### src/hw/rtl/tsp_pkg.sv
// ----------------------------------------------------------------------------
// Tone sequence player package
// Command codes, register indexes, step record and step finishing helper.
// ----------------------------------------------------------------------------
`default_nettype none

package tsp_pkg;

	typedef enum logic [1:0] {
		CMD_TICK,
		CMD_WRITE,
		CMD_PLAY,
		CMD_STOP
	} cmd_t;

	localparam logic [1:0] CFG_GUARD_MIN_DELTA = 2'd0;
	localparam logic [1:0] CFG_GUARD_PERCENT   = 2'd1;
	localparam logic [1:0] CFG_GUARD_MS        = 2'd2;

	localparam logic [15:0] RST_GUARD_MIN_DELTA = 16'd100;
	localparam logic [6:0]  RST_GUARD_PERCENT   = 7'd10;
	localparam logic [15:0] RST_GUARD_MS        = 16'd20;

	localparam logic [6:0] GUARD_SCALE = 7'd100;

	typedef struct packed {
		logic [15:0] hz;
		logic [15:0] dur;
		logic [15:0] pause;
	} step_t;

	typedef struct packed {
		logic [15:0] sounding;
		logic [15:0] remaining;
		logic [15:0] pend;
	} fin_t;

	// zero duration with a pause goes silent and runs the pause at once
	function automatic fin_t finish_step(step_t s);
		fin_t f;
		f.sounding  = s.hz;
		f.remaining = s.dur;
		f.pend      = s.pause;
		if (s.pause != 16'd0 && s.dur == 16'd0) begin
			f.sounding  = '0;
			f.remaining = s.pause;
			f.pend      = '0;
		end
		return f;
	endfunction

endpackage

`default_nettype wire

### src/hw/rtl/tone_sequence_player_core.sv
// ----------------------------------------------------------------------------
// Tone sequence player core
// Results: an item that needs no table read is registered in the result register in the cycle after
// it is taken; a step load first reads the step through the registered table read port.
// Throughput: one item per cycle, stalled while a result waits or a step load finishes.
// Reset clears control state and restores register defaults; table undefined until written.
// ----------------------------------------------------------------------------
`default_nettype none

module tone_sequence_player_core #(
	parameter int TABLE_DEPTH = 64
) (
	input  wire logic        clk,
	input  wire logic        arst_n,
	input  wire logic        cfg_valid,
	output logic             cfg_ready,
	input  wire logic [1:0]  cfg_index,
	input  wire logic [15:0] cfg_data,
	input  wire logic        in_valid,
	output logic             in_ready,
	input  wire logic [1:0]  cmd,
	input  wire logic [5:0]  entry_index,
	input  wire logic [15:0] step_hz,
	input  wire logic [15:0] step_duration_ms,
	input  wire logic [15:0] step_pause_ms,
	input  wire logic [6:0]  seq_length,
	input  wire logic        loop_mode,
	output logic             out_valid,
	input  wire logic        out_ready,
	output logic [15:0]      tone_hz,
	output logic             is_playing,
	output logic [6:0]       next_step
);
	import tsp_pkg::*;

	localparam int AW = (TABLE_DEPTH > 1) ? $clog2(TABLE_DEPTH) : 1;
	localparam int IW = (AW > 7) ? AW : 7;
	localparam logic [6:0] DEPTH_SAT = (TABLE_DEPTH > 127) ? 7'd127 : 7'(TABLE_DEPTH);

	// configuration
	logic [15:0] guard_min_q;
	logic [6:0]  guard_pct_q;
	logic [15:0] guard_ms_q;

	// playback state
	logic        playing_q,  playing_d;
	logic        looping_q,  looping_d;
	logic [6:0]  act_len_q,  act_len_d;
	logic [6:0]  step_idx_q, step_idx_d;
	logic        in_pause_q, in_pause_d;
	logic [15:0] pend_q,     pend_d;
	logic        guard_q,    guard_d;
	step_t       held_q,     held_d;
	logic [15:0] remain_q,   remain_d;
	logic [15:0] sound_q,    sound_d;

	logic        load_s2;
	logic        need_read;
	logic        done;
	logic        do_load;
	logic        in_accept;
	cmd_t        cmd_c;

	step_t       mem [TABLE_DEPTH];
	step_t       rd_q;
	logic        mem_we;
	logic [IW-1:0] wr_wide;
	logic [IW-1:0] rd_wide;
	logic [AW-1:0] wr_addr;
	logic [AW-1:0] rd_addr;
	logic        entry_ok;

	logic [15:0] rem_dec;
	logic [6:0]  len_sat;
	logic [15:0] delta;
	logic [15:0] top;
	logic [22:0] prod_delta;
	logic [22:0] prod_top;
	logic        guard_hit;
	fin_t        fin_mem;
	fin_t        fin_held;

	logic        out_valid_q;
	logic [15:0] tone_q;
	logic        play_q;
	logic [6:0]  next_q;

	assign cfg_ready = 1'b1;
	assign in_ready  = !load_s2 && (!out_valid_q || out_ready);
	assign in_accept = in_valid && in_ready;
	assign cmd_c     = cmd_t'(cmd);

	assign wr_wide  = IW'(entry_index);
	assign wr_addr  = wr_wide[AW-1:0];
	assign rd_addr  = rd_wide[AW-1:0];
	assign entry_ok = int'(entry_index) < TABLE_DEPTH;

	assign rem_dec = (remain_q != 16'd0) ? remain_q - 16'd1 : '0;
	assign len_sat = (seq_length > DEPTH_SAT) ? DEPTH_SAT : seq_length;

	// retune guard on the freshly read step
	assign delta      = (sound_q > rd_q.hz) ? sound_q - rd_q.hz : rd_q.hz - sound_q;
	assign top        = (sound_q > rd_q.hz) ? sound_q : rd_q.hz;
	assign prod_delta = 23'(delta) * 23'(GUARD_SCALE);
	assign prod_top   = 23'(top) * 23'(guard_pct_q);
	assign guard_hit  = sound_q != 16'd0 && rd_q.hz != 16'd0 && delta >= guard_min_q
		&& prod_delta >= prod_top;

	assign fin_mem  = finish_step(rd_q);
	assign fin_held = finish_step(held_q);

	always_comb begin
		playing_d  = playing_q;
		looping_d  = looping_q;
		act_len_d  = act_len_q;
		step_idx_d = step_idx_q;
		in_pause_d = in_pause_q;
		pend_d     = pend_q;
		guard_d    = guard_q;
		held_d     = held_q;
		remain_d   = remain_q;
		sound_d    = sound_q;
		mem_we     = 1'b0;
		need_read  = 1'b0;
		do_load    = 1'b0;
		done       = 1'b0;

		if (load_s2) begin
			done   = 1'b1;
			held_d = rd_q;
			if (guard_hit) begin
				sound_d    = '0;
				guard_d    = 1'b1;
				remain_d   = guard_ms_q;
				in_pause_d = 1'b1;
			end else begin
				guard_d    = 1'b0;
				step_idx_d = 7'(step_idx_q + 7'd1);
				sound_d    = fin_mem.sounding;
				remain_d   = fin_mem.remaining;
				pend_d     = fin_mem.pend;
			end
		end else if (in_accept) begin
			case (cmd_c)
				CMD_TICK: begin
					if (playing_q) begin
						remain_d = rem_dec;
						if (rem_dec == 16'd0) begin
							if (in_pause_q) begin
								in_pause_d = 1'b0;
								do_load    = 1'b1;
							end else if (pend_q != 16'd0) begin
								sound_d    = '0;
								remain_d   = pend_q;
								pend_d     = '0;
								in_pause_d = 1'b1;
							end else begin
								do_load = 1'b1;
							end
						end
					end
				end
				CMD_WRITE: begin
					mem_we = entry_ok;
				end
				CMD_PLAY: begin
					act_len_d  = len_sat;
					looping_d  = loop_mode;
					step_idx_d = '0;
					playing_d  = 1'b1;
					in_pause_d = 1'b0;
					pend_d     = '0;
					guard_d    = 1'b0;
					remain_d   = '0;
					do_load    = 1'b1;
				end
				CMD_STOP: begin
					if (playing_q) begin
						sound_d    = '0;
						playing_d  = 1'b0;
						step_idx_d = '0;
						pend_d     = '0;
						in_pause_d = 1'b0;
						guard_d    = 1'b0;
					end
				end
				default: ;
			endcase

			if (do_load) begin
				if (act_len_d == 7'd0 || (step_idx_d >= act_len_d && !looping_d)) begin
					sound_d    = '0;
					playing_d  = 1'b0;
					step_idx_d = '0;
					pend_d     = '0;
					in_pause_d = 1'b0;
					guard_d    = 1'b0;
				end else begin
					if (step_idx_d >= act_len_d) begin
						step_idx_d = '0;
					end
					if (guard_q && guard_d) begin
						guard_d    = 1'b0;
						step_idx_d = 7'(step_idx_d + 7'd1);
						sound_d    = fin_held.sounding;
						remain_d   = fin_held.remaining;
						pend_d     = fin_held.pend;
					end else begin
						need_read = 1'b1;
					end
				end
			end
			done = !need_read;
		end
		rd_wide = IW'(step_idx_d);
	end

	// step table
	always_ff @(posedge clk) begin
		if (mem_we) begin
			mem[wr_addr] <= '{hz: step_hz, dur: step_duration_ms, pause: step_pause_ms};
		end
		if (need_read) begin
			rd_q <= mem[rd_addr];
		end
	end

	always_ff @(posedge clk or negedge arst_n) begin
		if (!arst_n) begin
			guard_min_q <= RST_GUARD_MIN_DELTA;
			guard_pct_q <= RST_GUARD_PERCENT;
			guard_ms_q  <= RST_GUARD_MS;
		end else if (cfg_valid && cfg_ready) begin
			case (cfg_index)
				CFG_GUARD_MIN_DELTA: guard_min_q <= cfg_data;
				CFG_GUARD_PERCENT:   guard_pct_q <= cfg_data[6:0];
				CFG_GUARD_MS:        guard_ms_q  <= cfg_data;
				default: ;
			endcase
		end
	end

	always_ff @(posedge clk or negedge arst_n) begin
		if (!arst_n) begin
			playing_q  <= 1'b0;
			looping_q  <= 1'b0;
			act_len_q  <= '0;
			step_idx_q <= '0;
			in_pause_q <= 1'b0;
			pend_q     <= '0;
			guard_q    <= 1'b0;
			held_q     <= '0;
			remain_q   <= '0;
			sound_q    <= '0;
			load_s2    <= 1'b0;
		end else begin
			playing_q  <= playing_d;
			looping_q  <= looping_d;
			act_len_q  <= act_len_d;
			step_idx_q <= step_idx_d;
			in_pause_q <= in_pause_d;
			pend_q     <= pend_d;
			guard_q    <= guard_d;
			held_q     <= held_d;
			remain_q   <= remain_d;
			sound_q    <= sound_d;
			load_s2    <= need_read;
		end
	end

	// result register
	always_ff @(posedge clk or negedge arst_n) begin
		if (!arst_n) begin
			out_valid_q <= 1'b0;
		end else if (done) begin
			out_valid_q <= 1'b1;
		end else if (out_ready) begin
			out_valid_q <= 1'b0;
		end
	end

	always_ff @(posedge clk) begin
		if (done) begin
			tone_q <= sound_d;
			play_q <= playing_d;
			next_q <= step_idx_d;
		end
	end

	assign out_valid  = out_valid_q;
	assign tone_hz    = tone_q;
	assign is_playing = play_q;
	assign next_step  = next_q;

endmodule

`default_nettype wire

### config.mk
export PLATFORM = sky130hd
export DESIGN_NAME = tone_sequence_player_core
export DESIGN_NICKNAME = d
export VERILOG_FILES = /design/src/hw/rtl/tsp_pkg.sv /design/src/hw/rtl/tone_sequence_player_core.sv
export SDC_FILE = /design/constraint.sdc
export NUM_CORES = 2
export LEC_CHECK = 0
export BUFFER_PORTS_ARGS = -buffer_cell sky130_fd_sc_hd__buf_2
export CAP_MARGIN = 20
export CORE_MARGIN = 1
export CORE_UTILIZATION = 35
export CTS_CLUSTER_SIZE = 10
export DETAILED_ROUTE_END_ITERATION = 8
export GPL_TIMING_DRIVEN = 1
export PLACE_DENSITY = 0.54
export SLEW_MARGIN = 20
export SYNTH_ARGS = -nofsm -noshare
export SYNTH_HDL_FRONTEND = slang
export SYNTH_SLANG_ARGS = --single-unit
### constraint.sdc
create_clock -name clk -period 11.33 [get_ports clk]
set_clock_uncertainty 0.15 [all_clocks]
set_input_delay 1.133 -clock clk [delete_from_list [all_inputs] [get_ports clk]]
set_output_delay 1.133 -clock clk [all_outputs]
set_load 0.02 [all_outputs]
# Yosys cells after proc, flatten, opt, wreduce, memory -nomap -nowiden
# Memories as Yosys holds them, arrays and structs flattened. A register that Yosys moved wholly into a read port is not among the register bits.
# Index checks and enable logic that the tools add are counted.
# classes
n_mux	111
magnitude_cmp	5
n_bitwise	1
shift	0
reduce_logical	35
n_div	0
multipliers	2
n_eq_ne	7
addsub	5
# ops
cell	n
$mux W16	35
$mux W7	18
$mux W48	2
$reduce_bool A16 Y1	6
$pmux W16 S2	2
$logic_not A16 Y1	3
$mux W1	48
$pmux W16 S3	1
$sub A16 B16 Y16	2
$ge A23 B23 Y1	1
$mul A16 B7 Y23	1
$mul A16 B5 Y21 const B	1
$ge A16 B16 Y1	1
$gt A16 B16 Y1	1
$sub A16 B1 Y16 const B	1
$add A7 B1 Y7 const B	2
$pmux W7 S2	1
$reduce_and A2 Y1	6
$logic_and A1 B1 Y1	9
$ge A7 B7 Y1	1
$gt A7 B7 Y1 const B	1
$logic_not A7 Y1	1
$eq A2 B2 Y1 const B	3
$pmux W1 S2	3
other kinds (9)	16
# totals
mem_bits_ro	0
inputBits	87
out_inout_bits	27
word_cells	187
latch_bits	0
ram_bits	3072
mem_count	1
regBits	179
# mem_list
name	words	width	rd	rd_clocked_by_memory_dff	wr	line_no	rtl
mem	64	48	1	1	1	tone_sequence_player_core.sv:64	step_t mem [TABLE_DEPTH];

# Depth between registers and ports, before layout
# logic_depth
ltp_word	19
ltp_mapped	52

# Least setup slack after synthesis
# No wires, ideal clock.
# synth_path
path_kind	register to register
startpoint	reg sound_q[0]
endpoint	reg, netlist name rd_q[25]
t_arrival_ns	10.977
t_required_ns	10.908
stages_incl_launch_ff	48
path_buffers	3
slack_ns	-0.069
period_less_slack_ns	11.399
path_cell_list	dfrtp_1 inv_1 ha_1 inv_1 fa_1 a21o_1 o21a_1 o41ai_1 a21oi_1 clkbuf_1 clkbuf_1 a21oi_1 nor2b_1 fa_1 inv_1 fa_1 inv_1 fa_1 [12 not listed] o21bai_1 a21oi_1 xnor2_1 ha_1 nand4_1 nor4_1 a221o_1 o31ai_1 nand2_1 or3b_2 o211ai_1 inv_1 nand2_1 nor2_1 clkbuf_1 nand3_1 nand4_1 or4_1
# synth_via
elab_chain_cells	7
word_cells_on_any_way	15
# synth_rtl
item	line_no	rtl
start: declaration	tone_sequence_player_core.sv:55	logic [15:0] sound_q, sound_d;
start signal: assignment	tone_sequence_player_core.sv:266	sound_q <= sound_d;
$sub A16 B16 Y16 or $gt A16 B16 Y1 (tied branches)	tone_sequence_player_core.sv:102, tone_sequence_player_core.sv:103	
$mux W16, on equally long branches	tone_sequence_player_core.sv:102, tone_sequence_player_core.sv:103	
$mul A16 B5 Y21, or another cell as far along	tone_sequence_player_core.sv:104	assign prod_delta = 23'(delta) * 23'(GUARD_SCALE);
$ge A23 B23 Y1 or $logic_and A1 B1 Y1 (tied branches)	tone_sequence_player_core.sv:107, tone_sequence_player_core.sv:106	
$logic_and A1 B1 Y1 (*)	tone_sequence_player_core.sv:107	&& prod_delta >= prod_top;
$mux W7 (*)	tone_sequence_player_core.sv:131	if (guard_hit) begin
$mux W7 (*)	tone_sequence_player_core.sv:128	if (load_s2) begin
net rd_wide[4]	tone_sequence_player_core.sv:68	logic [IW-1:0] rd_wide;
# Mark *: on every way through the listed nets, which the timed path passes. The rest lies on a longest branch.
# A chain may end at the register's enable or synchronous reset.

# Final worst setup path
# layout_path
startpoint	reg, netlist name rd_q[32]
endpoint	reg, netlist name rd_q[46]
# layout_via
elab_chain_cells	7
word_cells_on_any_way	15
# layout_rtl
item	line_no
$sub A16 B16 Y16 or $gt A16 B16 Y1 (tied branches)	tone_sequence_player_core.sv:102, tone_sequence_player_core.sv:103
$mux W16, on equally long branches	tone_sequence_player_core.sv:102, tone_sequence_player_core.sv:103
$mul A16 B5 Y21, or another cell as far along	tone_sequence_player_core.sv:104
$ge A23 B23 Y1 or $logic_and A1 B1 Y1 (tied branches)	tone_sequence_player_core.sv:107, tone_sequence_player_core.sv:106
$logic_and A1 B1 Y1 (*)	tone_sequence_player_core.sv:107
$mux W7 (*)	tone_sequence_player_core.sv:131
$mux W7 (*)	tone_sequence_player_core.sv:128
# Every way passes the cells marked *; elsewhere a longest branch is shown, timed or not.

==> out/metrics.cfg <==
[cts]
clock_transition_at_the_register_clock_pins_on_the_worst_setup_and_hold_paths_after_cts_ps = 70
tritoncts = yes
post_cts_hold_buffer_count = 0
cts_max_level = 5
cts.root.buffer_cell = sky130_fd_sc_hd__clkbuf_16
cts_sinks = 3299
cts_buffer_depth = 4
cts_buffers = 376
clk_latency_ps = 950

[die]
num_io_pins = 114
die-height_um = 628.9
start_util_pct = 35.25
die_area_um2 = 395500
core_footprint_um2 = 390200
floorplan.die.width_um = 628.9
core.rowCount = 229

[sta]
max_slew_margin_pct = 18.38
timing.final.crit_share_pct = 101.4
layout_setup_ws_ps = -160.5
final_max_slew_viol_count = 0
finalHoldViolations = 0
final_period_minus_worst_setup_slack_ps = 11490
totalNegativeSetupSlack_ps = -227.2
setup_viol = 2
rsz0062_at_grt = yes
worst_pin_slew_ps = 1221
fmax_ghz = 0.08703

[synthesis]
yosys_register_bits = 3299
synth-edff-count = 3144
seq_area_frac_synth_pct = 71.46
synthesis.area_um2 = 137600
synth_async_sr_flop_share_pct = 4.698
synthesis.yosys.warnings = 0
main_synth_ff_type = sky130_fd_sc_hd__edfxtp_1
synthesis.instances = 10670
synth_fp_nets = 11010
syn_area_per_cell_um2 = 12.90
synth.lib_cells_used.distinct = 85

[power]
p_per_area_nw_per_um2 = 302.7
cellLeakagePower_nw = 58.78
vdd_drop_max_mv = 0.6216

[critical_path]
worst_r2r_startpoint = rd_q[32]
worst_path_max_delay_cell = sky130_fd_sc_hd__nand4_1
critPathLaunchType = flop
ff2ff_setup_slack_ps = -160
worst_ep_required_time_ps = 11540
arr_time_crit_path_ps = 11700
critPathKind = reg -> reg
end_kind = flop
crit_path_max_fanout = 19
regToRegEndpoint = rd_q[46]
critPathMaxStageDelay_ps = 840
cell_depth_of_the_worst_flop_to_flop_path = 49

[detailed_routing]
num_vias = 94070
wl_per_cell_um = 28.78
ant_nets = 0
drt_pass1_iterations = 8
drtIter0Drc = 11860
detail_route.drc_violations = 0
routed_wl_um = 482900
routed_via_density = 5.606

[cells_and_area]
top_library_cells_by_usage_in_the_layout_fill_and_taps_aside = sky130_fd_sc_hd__edfxtp_1 (3144), sky130_fd_sc_hd__nand2_1 (2837), sky130_fd_sc_hd__nand3_1 (1563), sky130_fd_sc_hd__buf_4 (697), sky130_fd_sc_hd__clkbuf_16 (408)
design.final.nets = 11810
layout.cell_area.non_filler_um2 = 164000
syn_to_final_growth_pct = 19.22
post_route_cells_drive_above_1_share_pct = 15.47
layout_commonest_cell = sky130_fd_sc_hd__edfxtp_1
n_fill_cell = 35500

[global_route]
globalRouteOverflowTotal = 0
wire_length_of_the_first_global_routing_pass_um = 668800
number_of_antenna_violations_at_the_first_check_in_global_routing = 37
grt_usage_pct = 23.40
grt_pass1_vias = 89620
grt_max_degree = 86

[placement]
placement.cell_area_um2 = 150800
post-dp-hpwl_um = 283100
placement.setup.worst_slack_ps = -1379
place.gp.congestion = 0.8767
count_of_input_and_output_buffers = 112

[outcome]
status = finished with violations
failed_checks = negative setup slack

[min_path]
worstHoldPathType = in -> async

[flow_run]
maxCapViolations = 0

critical path, delay by kind of cell (launching register included):
| kind | cells | cell delay (ps) |
|---|---|---|
| DFF | 1 | 450 |
| xor gates and xnor gates | 1 | 110 |
| and+or+nand+nor | 11 | 2430 |
| AOI/OAI and AO/OA | 18 | 3280 |
| adders and majority gates | 8 | 3130 |
| buffers and inverters | 11 | 1310 |
logic make-up (layout without fill, tap and decap cells):
| family | after synthesis | in the layout | synth area share (%) |
|---|---|---|---|
| XOR/XNOR | 46 | 46 | 0.2929 |
| buffers and inverters | 773 | 1667 | 2.320 |
| AND/OR/NAND/NOR | 5119 | 5119 | 16.42 |
| flip-flops | 3299 | 3299 | 71.46 |
| multiplexers | 369 | 369 | 2.763 |
| AO/OA/AOI/OAI | 803 | 804 | 3.955 |
| other | 1 | 23 | 0.002726 |
| adder cells (fa/ha/maj) | 257 | 257 | 2.785 |
routing by layer:
metal | global-route usage, % | vias to the layer above | routed length [µm]
li1 | - | 40650 | -
met5 | 0 | - | 109
met3 | 4.678 | 899 | 45740
met4 | 8.951 | 16 | 20660
met2 | 37.35 | 4600 | 222100
met1 | 31.45 | 47900 | 194200
flip-flops by register name, indices dropped and copies added, names as in the netlist:
register	flops
in_pause_q	1
is_playing	1
held_q	48
next_step	7
rd_q	48
guard_min_q	16
guard_pct_q	7
step_idx_q	7
guard_q	1
remain_q	16
pend_q	16
guard_ms_q	16
looping_q	1
load_s2	1
tone_hz	16
sound_q	16
act_len_q	7
mem	3072
playing_q	1
out_valid	1
worst max-delay path by stage:
stage	start	endpoint	cells after the start	slack, ps
global placement	rd_q[33]	rd_q[46]	47	-1470
global route	rd_q[32]	rd_q[46]	48	-450
floorplan	sound_q[9]	rd_q[25]	46	20
finish	rd_q[32]	rd_q[46]	49	-160
detailed placement	rd_q[33]	rd_q[46]	44	-1380
CTS	rd_q[33]	rd_q[46]	54	-60
what timing repair did:
item                                    in CTS  in global routing
gates cloned                                 9                 25
pin swaps                                   25                 68
setup buffers                               49                 52
endpoints found under the setup margin      48                 50
resized for setup                           81                168
Yosys cell counts, types with 12 or more instances:
cell type,n,area (µm²)
sky130_fd_sc_hd__a211oi_1,30,225.2
sky130_fd_sc_hd__buf_4,14,105.1
sky130_fd_sc_hd__xor2_1,17,148.9
sky130_fd_sc_hd__nand2b_1,18,112.6
sky130_fd_sc_hd__or3_1,12,75.07
sky130_fd_sc_hd__nand2_1,2845,10680
sky130_fd_sc_hd__a22oi_1,125,938.4
sky130_fd_sc_hd__a31oi_1,149,932.1
sky130_fd_sc_hd__ha_1,175,2190
sky130_fd_sc_hd__nor2_1,181,679.4
sky130_fd_sc_hd__dfrtp_1,148,3704
sky130_fd_sc_hd__and3_1,16,100.1
sky130_fd_sc_hd__a221oi_1,17,148.9
sky130_fd_sc_hd__o21ai_0,100,500.5
sky130_fd_sc_hd__mux2i_1,283,2833
sky130_fd_sc_hd__o311a_1,14,140.1
sky130_fd_sc_hd__nor4_1,38,237.7
sky130_fd_sc_hd__fa_1,82,1642
sky130_fd_sc_hd__inv_1,140,525.5
sky130_fd_sc_hd__nand4_1,184,1151
sky130_fd_sc_hd__a21o_1,19,142.6
sky130_fd_sc_hd__mux2_2,86,968.4
sky130_fd_sc_hd__clkbuf_1,356,1336
sky130_fd_sc_hd__nor3_1,29,145.1
sky130_fd_sc_hd__buf_1,71,266.5
sky130_fd_sc_hd__buf_2,188,940.9
sky130_fd_sc_hd__nand3_1,1581,7913
sky130_fd_sc_hd__and2_1,26,162.7
sky130_fd_sc_hd__xnor2_1,29,254.0
sky130_fd_sc_hd__or4_1,45,337.8
sky130_fd_sc_hd__a32oi_1,89,779.5
sky130_fd_sc_hd__edfxtp_1,3144,94410
sky130_fd_sc_hd__a21oi_1,169,845.8
sky130_fd_sc_hd__nor2b_1,97,606.8
final cells by class:
| cell class | count | area (µm²) | share of cell area [%] |
|---|---|---|---|
| Antenna cell | 22 | 55.05 | 0.03357 |
| Clock buffer | 441 | 9887 | 6.029 |
| Clock inverter | 35 | 384.1 | 0.2342 |
| Inverter | 144 | 565.5 | 0.3449 |
| Multi-Input combinational cell | 6596 | 37380 | 22.79 |
| Sequential cell | 3299 | 98300 | 59.94 |
| Tap cell | 5197 | 6502 | 3.965 |
| Timing Repair Buffer | 1047 | 10920 | 6.659 |
report_power, final:
part / total [W] / switching (W) / internal, W
Combinational: 0.0247 / 0.0145 / 0.0102
Sequential: 0.0141 / 0.000359 / 0.0137
Clock: 0.0108 / 0.00468 / 0.00612
per-stage QoR:
| stage | hold WS, ps | cells | total power, W | utilization (%) |
|---|---|---|---|---|
| 2_1_floorplan | 300.8 | 10670 | 0.02718 | - |
| 3_3_place_gp | 315.0 | 16150 | 0.03664 | 38.62 |
| 3_5_place_dp | 325.9 | 16150 | 0.03699 | 38.63 |
| 4_1_cts | 60.78 | 16690 | 0.04845 | 41.53 |
| 5_1_grt | 122.3 | 16770 | 0.05225 | 42.01 |
| 6_report | 79.76 | 16780 | 0.04964 | 42.02 |
Note: power is estimated with default switching activity, not from simulation.
